==> src/sv/ier_pkg.sv <==
// Shared constants, types and helpers for the ICMP echo reply rewriter.
// No dependencies; every module of the block and the bench import this package.
package ier_pkg;

	// Packet limits in bytes
	localparam int MAX_BYTES = 256;
	localparam int MIN_BYTES = 24;

	// Widths: byte count, store index per bank, store address over two banks
	localparam int CNT_W   = 9;
	localparam int IDX_W   = 6;
	localparam int ADDR_W  = IDX_W + 1;
	localparam int DEPTH   = 1 << ADDR_W;
	localparam int IPS_W   = 20;
	localparam int ICS_W   = 24;

	// Word positions inside the packet
	localparam logic [IDX_W-1:0] HDR_WORDS     = IDX_W'(5);
	localparam logic [IDX_W-1:0] IP_CSUM_WORD  = IDX_W'(2);
	localparam logic [IDX_W-1:0] SRC_WORD      = IDX_W'(3);
	localparam logic [IDX_W-1:0] DST_WORD      = IDX_W'(4);
	localparam logic [IDX_W-1:0] ICMP_HDR_WORD = IDX_W'(5);

	// Result status codes
	localparam logic [1:0] ST_REPLY = 2'd0;
	localparam logic [1:0] ST_SHORT = 2'd1;
	localparam logic [1:0] ST_LONG  = 2'd2;

	// Finished packet handed from front to back
	typedef struct packed {
		logic             bank;
		logic [CNT_W-1:0] nbytes;
		logic [1:0]       status;
		logic [IPS_W-1:0] ip_sum;
		logic [ICS_W-1:0] icmp_sum;
	} desc_t;

	// Store write and read requests
	typedef struct packed {
		logic              en;
		logic [ADDR_W-1:0] addr;
		logic [31:0]       data;
	} mem_wr_t;

	typedef struct packed {
		logic              en;
		logic [ADDR_W-1:0] addr;
	} mem_rd_t;

	// Back tells front that a bank may be refilled
	typedef struct packed {
		logic valid;
		logic bank;
	} release_t;

	// Keep the first nb bytes of a word, clear the rest
	function automatic logic [31:0] mask_bytes(input logic [31:0] w, input logic [2:0] nb);
		logic [31:0] r;
		case (nb)
			3'd0:    r = 32'h0;
			3'd1:    r = w & 32'hFF00_0000;
			3'd2:    r = w & 32'hFFFF_0000;
			3'd3:    r = w & 32'hFFFF_FF00;
			default: r = w;
		endcase
		return r;
	endfunction

	// Fold a ones' complement sum to 16 bits and invert it
	function automatic logic [15:0] csum_fold(input logic [ICS_W-1:0] s);
		logic [16:0] a;
		logic [16:0] b;
		a = {1'b0, s[15:0]} + {9'b0, s[23:16]};
		b = {1'b0, a[15:0]} + {16'b0, a[16]};
		return ~b[15:0];
	endfunction

endpackage

==> src/sv/ier_queue.sv <==
// Two-entry queue of finished packet descriptors between front and back.
// Depends on ier_pkg.
module ier_queue
	import ier_pkg::*;
(
	input  logic  clk,
	input  logic  arst_n,
	input  logic  push,
	input  desc_t push_desc,
	input  logic  pop,
	output logic  full,
	output logic  not_empty,
	output desc_t head
);

	desc_t      ent_q [2];
	logic       wp_q;
	logic       rp_q;
	logic [1:0] cnt_q;

	assign full      = cnt_q == 2'd2;
	assign not_empty = cnt_q != 2'd0;
	assign head      = ent_q[rp_q];

	// Store pushed entries
	always_ff @(posedge clk) begin
		if (push && !full) begin
			ent_q[wp_q] <= push_desc;
		end
	end

	// Advance pointers and fill count
	always_ff @(posedge clk or negedge arst_n) begin
		if (!arst_n) begin
			wp_q  <= 1'b0;
			rp_q  <= 1'b0;
			cnt_q <= 2'd0;
		end else begin
			if (push && !full) begin
				wp_q <= ~wp_q;
			end
			if (pop && not_empty) begin
				rp_q <= ~rp_q;
			end
			cnt_q <= cnt_q + 2'((push && !full) ? 1 : 0) - 2'((pop && not_empty) ? 1 : 0);
		end
	end

endmodule

==> config.mk <==
export PLATFORM = sky130hd
export DESIGN_NAME = ier_queue
export DESIGN_NICKNAME = d
export VERILOG_FILES = /design/src/sv/ier_pkg.sv /design/src/sv/ier_queue.sv
export SDC_FILE = /design/constraint.sdc
export NUM_CORES = 1
export LEC_CHECK = 0
export BUFFER_PORTS_ARGS = -buffer_cell sky130_fd_sc_hd__buf_2
export CORE_UTILIZATION = 34
export DETAILED_ROUTE_END_ITERATION = 6
export GPL_TIMING_DRIVEN = 0
export RECOVER_POWER = 50
export SLEW_MARGIN = 20
export SYNTH_ARGS = -nofsm -noshare
export SYNTH_HDL_FRONTEND = slang
export SYNTH_SLANG_ARGS = --single-unit
==> constraint.sdc <==
create_clock -name clk -period 7.8 [get_ports clk]
set_input_delay 0.78 -clock clk [delete_from_list [all_inputs] [get_ports clk]]
set_output_delay 0.78 -clock clk [all_outputs]
set_load 0.02 [all_outputs]
Word level (Yosys, flattened, before mapping):

Memory sizes are Yosys's and may differ from the RTL's.
Index checks and enable logic that the tools add are counted.

* flip-flop bits (word level): 4
* bits in writable memories: 112
* bits of input ports: 60
* output and inout bits: 58
* logic and storage cells: 17
* memories kept: 1

Memory list
* ent_q: depth 2, bits a word 56, read ports 1, clocked after memory_dff 0, write ports 1, RTL line ier_queue.sv:16 `desc_t ent_q [2];`

* $add $sub $neg: 2
* equality and inequality tests: 1
* multiplexer cells: 4
* bitwise operators: 2
* reduce and logical (&&, ||, !) cells: 4

Operator list (number)
* $mux W1: 4
* $add A2 B1 Y2: 1
* $eq A2 B2 Y1 const B: 1
* $logic_and A1 B1 Y1: 2
* $not A1 Y1: 2
* $reduce_bool A2 Y1: 1
* $sub A2 B1 Y2: 1
* $logic_not A1 Y1: 1

Logic depth before layout (Yosys ltp):

Gate-level depths: netlist (run 1).

* depth after elaboration: 6
* depth in mapped cells: 7
* mapped depth without buffers: 7

Least setup slack after synthesis (run 1):

No wires, ideal clock.

* path type: input -> register
* start point: input port push
* end point: memory ent_q[0][0] (netlist bit), enable pin
* library setup time: 0.470 ns
* arrival: 3.220 ns
* data required time: 7.330 ns
* slack: 4.110 ns
* stages: 2
* buffers on the path: 0
* cells stage by stage: nand2_1 > nor2_1

* word-level cells in the longest chain between the ends: 3

RTL lines
* from (decl): RTL line ier_queue.sv:8 `input logic push,`
* $logic_and A1 B1 Y1: RTL line ier_queue.sv:27 `if (push && !full) begin`
* $mux W1: RTL line ier_queue.sv:27
* $mux W1 (not written as such): RTL line ier_queue.sv:28 `ent_q[wp_q] <= push_desc;`
* to (decl): RTL line ier_queue.sv:16

No other way between the ends.

==> results of run 1 <==
## area by class of cell
type	count	area [µm²]
Clock buffer	20	456.7
Sequential cell	116	3463
Timing Repair Buffer	120	621.8
Inverter	2	7.507
Multi-Input combinational cell	68	843.3
Buffer	6	55.05
Clock inverter	12	155.1
Fill cell	1110	6750
Tap cell	172	215.2
## cell usage after synthesis
cell / instances
or2_1: 1
edfxtp_1: 112
buf_2: 2
and3_1: 1
xnor2_1: 3
nand2b_1: 1
xor2_1: 1
nand2_1: 1
dfrtp_1: 4
nor2_1: 1
mux2_4: 30
ha_1: 2
and2_1: 1
mux2_2: 26
inv_1: 2
buf_6: 4
## cells in the final DEF, fill, tap and decap left out, types with 3 or more instances in the layout
master | synthesis | routed
edfxtp_1 | 112 | 112
buf_2 | 2 | 100
mux2_4 | 30 | 30
mux2_2 | 26 | 26
clkbuf_1 | 0 | 20
clkbuf_16 | 0 | 17
clkinvlp_4 | 0 | 5
buf_6 | 4 | 4
dfrtp_1 | 4 | 4
xnor2_1 | 3 | 3
bufinv_16 | 0 | 3
buf_12 | 0 | 3
## per-stage QoR
stage | total power, mW | hold slack, ps | setup slack (ps) | cell area [µm²]
after global routing | 2.568 | 195.3 | 5294 | 5818
after detailed placement | 1.698 | 510.5 | 5775 | 5235
after global placement | 1.677 | 480.7 | 2541 | 5162
after floorplan | 1.457 | 460.8 | 4110 | 4362
final | 2.450 | 191.5 | 5375 | 5818
after CTS | 2.493 | 147.5 | 5328 | 5847
## sequential cells by signal, indices dropped and copies added (netlist names)
register  cells
wp_q          1
cnt_q         2
ent_q       112
rp_q          1
## how the worst max path moves through the flow
stage          from  depth (start not counted)            to  slack (ps)
2_1_floorplan  push                          2   ent_q[0][0]        4110
3_3_place_gp   push                          3  ent_q[0][41]        2540
3_5_place_dp   rp_q                          4      head[24]        5780
4_1_cts        rp_q                          4      head[24]        5330
5_1_grt        rp_q                          4      head[29]        5290
6_report       rp_q                          4      head[34]        5370
## logic make-up after synthesis
logic type,after synthesis,share of synthesized area
XOR/XNOR,4,0.008034
adder cells (fa/ha/maj),2,0.005736
buffers and inverters,8,0.01434
flip-flops,116,0.7940
multiplexers,56,0.1704
AND/OR/NAND/NOR,6,0.007460
## per-layer routing
layer | share of wire | vias to the layer above | track usage
li1 | - | 1039 | -
met1 | 0.40 | 1087 | 0.1256
met2 | 0.50 | 76 | 0.1884
met3 | 0.069 | 18 | 0.05799
met4 | 0.025 | 0 | 0.07359
met5 | 0 | - | 0
## where the power goes
part           switching [mW]  internal [mW]  total, mW
Clock                   0.266          0.518      0.784
Sequential             0.0354          0.854      0.890
Combinational           0.436          0.340      0.776
## worst max-delay path: stages, from the launching register on
cell and delay (ps):
dfrtp_1 370, buf_6 190, buf_6 200, mux2_4 310
buf_2 160
==> reports/results.tsv, run 1 <==
stage	metric	value	unit
status	status	finished clean	
final_layout	n_antenna_cell	0	
cts	clock_latency	410	ps
final_layout	syn_to_final_growth	33.39	%
placement	dpl.cell_count	484	
setup_path	end_kind	output port	
sta	hold_viol_final	0	
die	io_pins	118	
setup_path	critPathLaunchType	register	
global_routing	grt_pass1_wl	11.08	mm
cts	clock_sinks	116	
setup_path	crit_type	reg -> out	
logic_synthesis	synth_top_area_frac	0.7711	
die	die_x	115.3	µm
placement	io_buffers	117	
global_routing	grt_max_degree	30	
detailed_routing	dr.pass1.iters	4	
hold_path	hp-class	in -> async	
sta	final-max-slew-violation-count	0	
global_routing	antenna_found_initial	0	
logic_synthesis	yosysWarningCount	0	
sta	setup_viol	0	
logic_synthesis	ys_types	16	
sta	tightest_slew	1412	ps
detailed_routing	routed_wl	7.279	mm
pwr	ir_worst_vdd	0.2386	mV
sta	layout_min_cycle_time	2425	ps
logic_synthesis	yosysSeqAreaShare	0.7940	
die	die_y	115.3	µm
die	initial_core_util	0.3470	
run	maxCapViolations	0	
logic_synthesis	syn-cell-area	4362	µm²
pwr	p_leak	2.241	nW
detailed_routing	routedWlPerCell	14.11	µm
sta	period_share	0.3110	
cts	clk_pin_slew	50	ps
final_layout	drive_above_1_share	0.5669	
logic_synthesis	netlist_instances	192	
logic_synthesis	avgSynthCellArea	22.72	µm²
global_routing	grt_overflow_total	0	
final_layout	finish.utilization	0.4629	
sta	max_freq	412.3	MHz
die	die_area	13280	µm²
setup_path	crit_fanout	10	
logic_synthesis	synthTopCellsByArea	edfxtp_1 77%, mux2_4 10%, mux2_2 6.7%	
cts	post_cts_buffers	0	
global_routing	grt_usage	0.1180	
setup_path	r2r_slack	5520	ps
cts	numCtsBuffers	17	
setup_path	timing.rr.start	cnt_q[1]	
die	coreArea	12570	µm²
placement	gp_congestion	0.6452	
pwr	cellPowerDensity	421.1	nW/µm²
cts	htreeDepth	4	
setup_path	cp_data_arrival_time	1650	ps
detailed_routing	ant_nets	0	
sta	slew_headroom	0.05859	
sta	setup-tns-final	0	ps
cts	cts-hold-fix-buffers	0	
global_routing	grt_pass1_vias	2285	
setup_path	worstReg2RegEnd	ent_q[1][41]	
logic_synthesis	synth-seq-cells	116	
detailed_routing	remaining_drc_errors	0	
final_layout	nets	393	
setup_path	reg2reg_depth	3	
cts	cts_tree	done	
final_layout	instances_no_fill	516	
detailed_routing	drt-initial-drc-count	48	
sta	rsz0062_at_grt	false	
setup_path	critPathRequiredTime	7020	ps
detailed_routing	vias	2220	
cts	clockBufferDepth	2	
detailed_routing	via_per_inst	4.302	
cts	clock-root-buffer	clkbuf_16	
die	fp-row-count	41	
logic_synthesis	yosysTopAreaCell	edfxtp_1	
logic_synthesis	syn_nets	254	
cts	post_cts_resized	0	
sta	skew	4.710	ps
placement	dpl.hpwl	4.699	mm
(Power assumes the default switching activity.)
==> run 2: changes to the inputs <==
- ABC_AREA: not set -> 1
- clock period: 7.8 -> 2.5 ns (I/O delays scaled with it)
==> run 2 against run 1 <==
  * Core utilization increased by 1.1 points
  * Setup slack got worse by 4900 ps
  * Worst hold slack worse by 170 ps
  * Final cell count up 25%
==> reports/results.tsv, run 2 <==
stage	metric	value	unit
global_routing	antenna_found_initial	1	
logic_synthesis	ys.flop_type	edfxtp_1	
run	maxCapViolations	0	
logic_synthesis	ys_types	10	
sta	setup_viol	0	
logic_synthesis	synth-edff-count	112	
setup_path	r2r_slack	460	ps
cts	clock_sinks	116	
setup_path	crit_type	reg -> reg	
setup_path	end_kind	register	
setup_path	worstReg2RegEnd	ent_q[0][16]	
logic_synthesis	syn_nets	387	
final_layout	mostFrequentLayoutCells	181 x nand2_1, 112 x edfxtp_1, 98 x buf_2, 28 x clkbuf_1, 17 x clkbuf_16	
logic_synthesis	yosysSeqAreaShare	0.8061	
setup_path	cp-startpoint	cnt_q[1]	
logic_synthesis	syn-cell-area	4297	µm²
die	initial_core_util	0.3533	
detailed_routing	met3WireLength	571	µm
die	coreArea	12160	µm²
hold_path	hp-class	in -> reg	
cts	cts-hold-fix-buffers	1	
die	die_area	13090	µm²
final_layout	top_register	ent_q	
sta	layout_setup_ws	456.1	ps
detailed_routing	routedWlPerCell	12.57	µm
sta	rsz0062_at_grt	false	
logic_synthesis	synth_top_area_frac	0.7828	
detailed_routing	drt-met1-wl	3.379	mm
placement	dp_slack	896.6	ps
logic_synthesis	yosysMostFrequentCell	nand2_1	
logic_synthesis	netlist_instances	325	
pwr	power	7.767	mW
cts	clk_pin_slew	50	ps
sta	max_freq	489.3	MHz
detailed_routing	ant_nets	0	
sta	layout_min_cycle_time	2044	ps
logic_synthesis	synth-seq-cells	116	
setup_path	crit_fanout	32	
setup_path	cp_data_arrival_time	2140	ps
pwr	ir_worst_vdd	0.5127	mV
pwr	p_leak	2.480	nW
setup_path	critPathRequiredTime	2600	ps
placement	dpl.hpwl	5.396	mm
detailed_routing	top_layer	met4	
sta	tightest_slew	1091	ps
sta	final-max-slew-violation-count	0	
cts	clock-root-buffer	clkbuf_16	
logic_synthesis	yosysTopAreaCell	edfxtp_1	
detailed_routing	routed_wl	8.135	mm
logic_synthesis	yosys-top-cells-count	181 x nand2_1, 112 x edfxtp_1, 9 x inv_1	
cts	numCtsBuffers	17	
sta	skew	3.620	ps
sta	hold_viol_final	0	
logic_synthesis	async_reset_ff_frac	0.03448	
status	status	finished clean	
logic_synthesis	avgSynthCellArea	13.22	µm²
die	die_y	114.4	µm
cts	clock_latency	410	ps
detailed_routing	dr.pass1.iters	4	
die	fp-row-count	40	
cts	post_cts_resized	0	
setup_path	timing.rr.start	cnt_q[1]	
final_layout	final_common_cell	nand2_1	
sta	slew_headroom	0.2718	
detailed_routing	drt-initial-drc-count	79	
final_layout	syn_to_final_growth	34.07	%
final_layout	nets	527	
global_routing	grt_max_degree	33	
cts	post_cts_buffers	0	
setup_path	reg2reg_depth	4	
setup_path	critical_path.endpoint	ent_q[0][16]	
cts	cts_tree	done	
cts	htreeDepth	4	
placement	gp_congestion	0.6722	
pwr	cellPowerDensity	1348	nW/µm²
global_routing	grt_usage	0.1360	
detailed_routing	via_per_inst	4.230	
die	die_x	114.4	µm
final_layout	drive_above_1_share	0.2803	
sta	period_share	0.8175	
cts	clockBufferDepth	2	
detailed_routing	vias	2737	
logic_synthesis	synthTopCellsByArea	edfxtp_1 78%, nand2_1 16%, dfrtp_1 2.3%	
die	io_pins	118	
global_routing	grt_pass1_wl	12.84	mm
detailed_routing	remaining_drc_errors	0	
final_layout	largest_register_ffs	112	
global_routing	grt_overflow_total	0	
detailed_routing	met2_length	3.991	mm
logic_synthesis	yosysWarningCount	0	
placement	io_buffers	117	
setup_path	critPathLaunchType	register	
global_routing	grt_pass1_vias	2685	
final_layout	top_regs	ent_q x112, cnt_q x2	
run 2: layout make-up:
type	count	area, µm²
buffer	12	72.57
fill	1123	6401
inverter	10	37.54
antenna	1	2.502
clock inverter	13	187.7
multi-input combinational	187	730.7
clock buffer	19	432.9
tap	168	210.2
timing repair buffer	121	623.1
sequential	116	3463
run 2: critical path: stages (launching register included):
cell and delay (ps):
dfrtp_1 390, nand2_1 110, nand3_1 100, inv_1 800, buf_12 320
run 2: per-stage QoR:
step / area [µm²] / setup TNS, ps / std cells / hold slack [ps] / util
6_report: 5761 / 0 / 647 / 25.35 / 0.4737
3_3_place_gp: 5095 / -67060 / 610 / 61.68 / 0.4189
4_1_cts: 5793 / 0 / 646 / 6.247 / 0.4763
3_5_place_dp: 5162 / 0 / 613 / 63.85 / 0.4245
5_1_grt: 5758 / 0 / 646 / 12.36 / 0.4735
2_1_floorplan: 4299 / 0 / 325 / -45.59 / -
run 2: where the power goes:
| part | switching, mW | internal (mW) | total [mW] |
|---|---|---|---|
| registers | 0.0992 | 2.66 | 2.76 |
| logic | 1.74 | 0.746 | 2.48 |
| clock network | 0.784 | 1.74 | 2.53 |
| total | 2.62 | 5.15 | 7.77 |
run 2: logic make-up after synthesis:
| group | Yosys count | synth area share |
|---|---|---|
| AND/OR/NAND/NOR | 185 | 0.1625 |
| flip-flops | 116 | 0.8061 |
| buffers and inverters | 22 | 0.02562 |
| adder cells (fa/ha/maj) | 2 | 0.005823 |
run 2: worst min path at each step:
stage / endpoint / cells past startpoint / slack [ps] / start
2_1_floorplan: cnt_q[0] / 0 / -50 / arst_n
3_3_place_gp: wp_q / 1 / 60 / arst_n
3_5_place_dp: wp_q / 1 / 60 / arst_n
4_1_cts: ent_q[1][52] / 1 / 6 / push_desc[52]
5_1_grt: ent_q[0][47] / 1 / 10 / push_desc[47]
6_report: ent_q[1][52] / 1 / 30 / push_desc[52]
run 2: metal layers:
layer	up-vias	track usage
met5	-	0
met4	0	0.08571
met3	20	0.05400
met2	94	0.2251
met1	1251	0.1455
li1	1372	-
==> run 3: changes to the inputs <==
- clock period: 2.5 -> 1.8 ns (I/O delays scaled with it)
==> run 3 against run 2 <==
  * Non-clock buffer count rose by 56
  * Sequential power increased by 39%
  * Sequential share of layout area decreased by 5.6 points
  * Design area grew 10%
  * Fmax grew 21%
  * Count of clock-buffer cells in the layout stayed put
  * Critical path depth is the same
  * Critical path type unchanged
  * Largest cell class unchanged
==> reports/results.tsv, run 3 (same netlist as run 2, synthesis figures left out) <==
stage	metric	value	unit
status	status	finished clean	
sta	hold_ws	29.97	ps
detailed_routing	routedWlPerCell	12.53	µm
detailed_routing	via_per_inst	4.188	
die	die_area	13090	µm²
pwr	ir_worst_vdd	0.8259	mV
hold_path	hp-class	in -> reg	
global_routing	grt_pass1_wl	14.01	mm
sta	tightest_slew	638.5	ps
final_layout	top_regs	ent_q x112, cnt_q x2	
die	initial_core_util	0.3533	
placement	io_buffers	117	
global_routing	grt_max_degree	31	
die	coreArea	12160	µm²
setup_path	crit_fanout	13	
detailed_routing	dr.pass1.iters	4	
setup_path	cp_top_family	buffers and inverters	
global_routing	grt_pass1_vias	2967	
setup_path	crit_type	reg -> reg	
final_layout	multi_input_area	735.7	µm²
final_layout	final_common_cell	nand2_1	
cts	cts_tree	done	
sta	layout_min_cycle_time	1686	ps
detailed_routing	drt-initial-drc-count	134	
final_layout	drive_above_1_share	0.2374	
setup_path	crit_chain	inv_1, nand2_2, nand3_2, clkinvlp_2	
setup_path	cp_data_arrival_time	1650	ps
placement	dpl.hpwl	5.459	mm
setup_path	critPathLaunchType	register	
sta	final-max-slew-violation-count	0	
setup_path	timing.rr.start	cnt_q[0]	
cts	clock_sinks	116	
pwr	p_leak	2.686	nW
sta	rsz0062_at_grt	false	
final_layout	syn_to_final_growth	47.82	%
final_layout	largest_register_ffs	112	
pwr	cellPowerDensity	1735	nW/µm²
final_layout	n_antenna_cell	0	
die	die_y	114.4	µm
global_routing	grt_overflow_total	0	
detailed_routing	routed_wl	8.807	mm
sta	period_share	0.9366	
final_layout	top_register	ent_q	
hold_path	min_from	pop	
sta	max_freq	593.1	MHz
cts	clock_latency	410	ps
final_layout	nets	584	
setup_path	cp-startpoint	cnt_q[0]	
run	maxCapViolations	0	
final_layout	mostFrequentLayoutCells	179 x nand2_1, 112 x edfxtp_1, 77 x buf_2, 57 x dlygate4sd3_1, 42 x clkbuf_1	
die	io_pins	118	
cts	clockBufferDepth	2	
cts	htreeDepth	4	
placement	gp_congestion	0.6944	
sta	slew_headroom	0.5720	
setup_path	cp_slowest_stage_delay	560	ps
detailed_routing	remaining_drc_errors	0	
sta	skew	12.54	ps
cts	clock-root-buffer	clkbuf_16	
setup_path	worst-path-buf-inv	2	
setup_path	end_kind	register	
sta	setup_viol	0	
detailed_routing	ant_nets	0	
detailed_routing	vias	2944	
final_layout	final.fill_count	1048	
die	fp-row-count	40	
cts	numCtsBuffers	17	
final_layout	finish.utilization	0.5222	
setup_path	critPathRequiredTime	1760	ps
cts	post_cts_buffers	0	
setup_path	cpMaxStageDelayCell	clkinvlp_2	
global_routing	antenna_found_initial	0	
die	die_x	114.4	µm
cts	clk_pin_slew	50	ps
global_routing	grt_usage	0.1475	
final_layout	final-seq-area	3465	µm²
sta	hold_viol_final	0	
run 3: cell types whose count changed in the layout (fill, tap and decap cells not counted), moves of 2 or more:
cell           previous run  this run
buf_2                    98        77
buf_6                     0         3
buf_8                     0         2
clkbuf_1                 28        42
clkbuf_2                  0         2
clkinv_1                  4         2
clkinv_2                  3         6
dlygate4sd3_1             1        57
nand2_1                 181       179
nand2_2                   0         2
run 3: final timing paths:
path / slack, ps / to / depth (start not counted)
hold reg to reg: 470 / wp_q / 2
min in group asynchronous: 140 / cnt_q[0] / 2
hold / removal: 30 / rp_q / 3
setup reg to reg: 110 / ent_q[0][46] / 4
setup / recovery: 110 / ent_q[0][46] / 4
max in group asynchronous: 1440 / rp_q / 2
run 3: area by class of cell:
| type | instances | share of cell area |
|---|---|---|
| inverters | 10 | 0.006501 |
| clock buffers | 19 | 0.06816 |
| well taps | 168 | 0.03310 |
| repair buffers | 177 | 0.1838 |
| clock inverters | 13 | 0.02955 |
| plain buffers | 12 | 0.01675 |
| flip-flops and latches | 116 | 0.5455 |
| repair inverters | 1 | 0.0007880 |
| multi-input cells | 187 | 0.1158 |
run 3: metrics by stage:
step	setup TNS, ps	power, mW	setup WS, ps	cells	area, µm²
floorplan	0	6.121	3.215	325	4318
global placement	-58910	7.321	-539.2	610	5114
detailed placement	-2003	7.435	-69.80	613	5174
CTS	0	11.15	12.56	703	6389
global route	0	11.65	0.8776	703	6351
finish	0	11.02	114.0	703	6351
run 3: timing repair:
action / CTS / global route
endpoints found under the setup margin: 60 / 29
resized for setup: 6 / 6
endpoints found under the hold margin: 116 / 0
gates cloned: 1 / 0
hold buffers: 57 / 0
run 3: power breakdown:
part	internal [mW]	leakage (nW)	switching [mW]
combinational	1.20	1.29	2.47
sequential	3.69	1.09	0.148
clock	2.42	0.309	1.09
total	7.31	2.69	3.71
run 3: worst register-to-register path: cells and delay by family (launching register included):
family                 cells  cell delay [ps]
buffers and inverters      2              650
flip-flops                 1              370
AND/OR/NAND/NOR            2              220
run 3: per-layer routing:
| metal | vias up | share of wire | track usage |
|---|---|---|---|
| met4 | 0 | 0.013 | 0.07879 |
| met1 | 1351 | 0.41 | 0.1580 |
| met5 | - | 0 | 0 |
| met2 | 96 | 0.51 | 0.2545 |
| met3 | 10 | 0.060 | 0.05347 |
| li1 | 1487 | - | - |
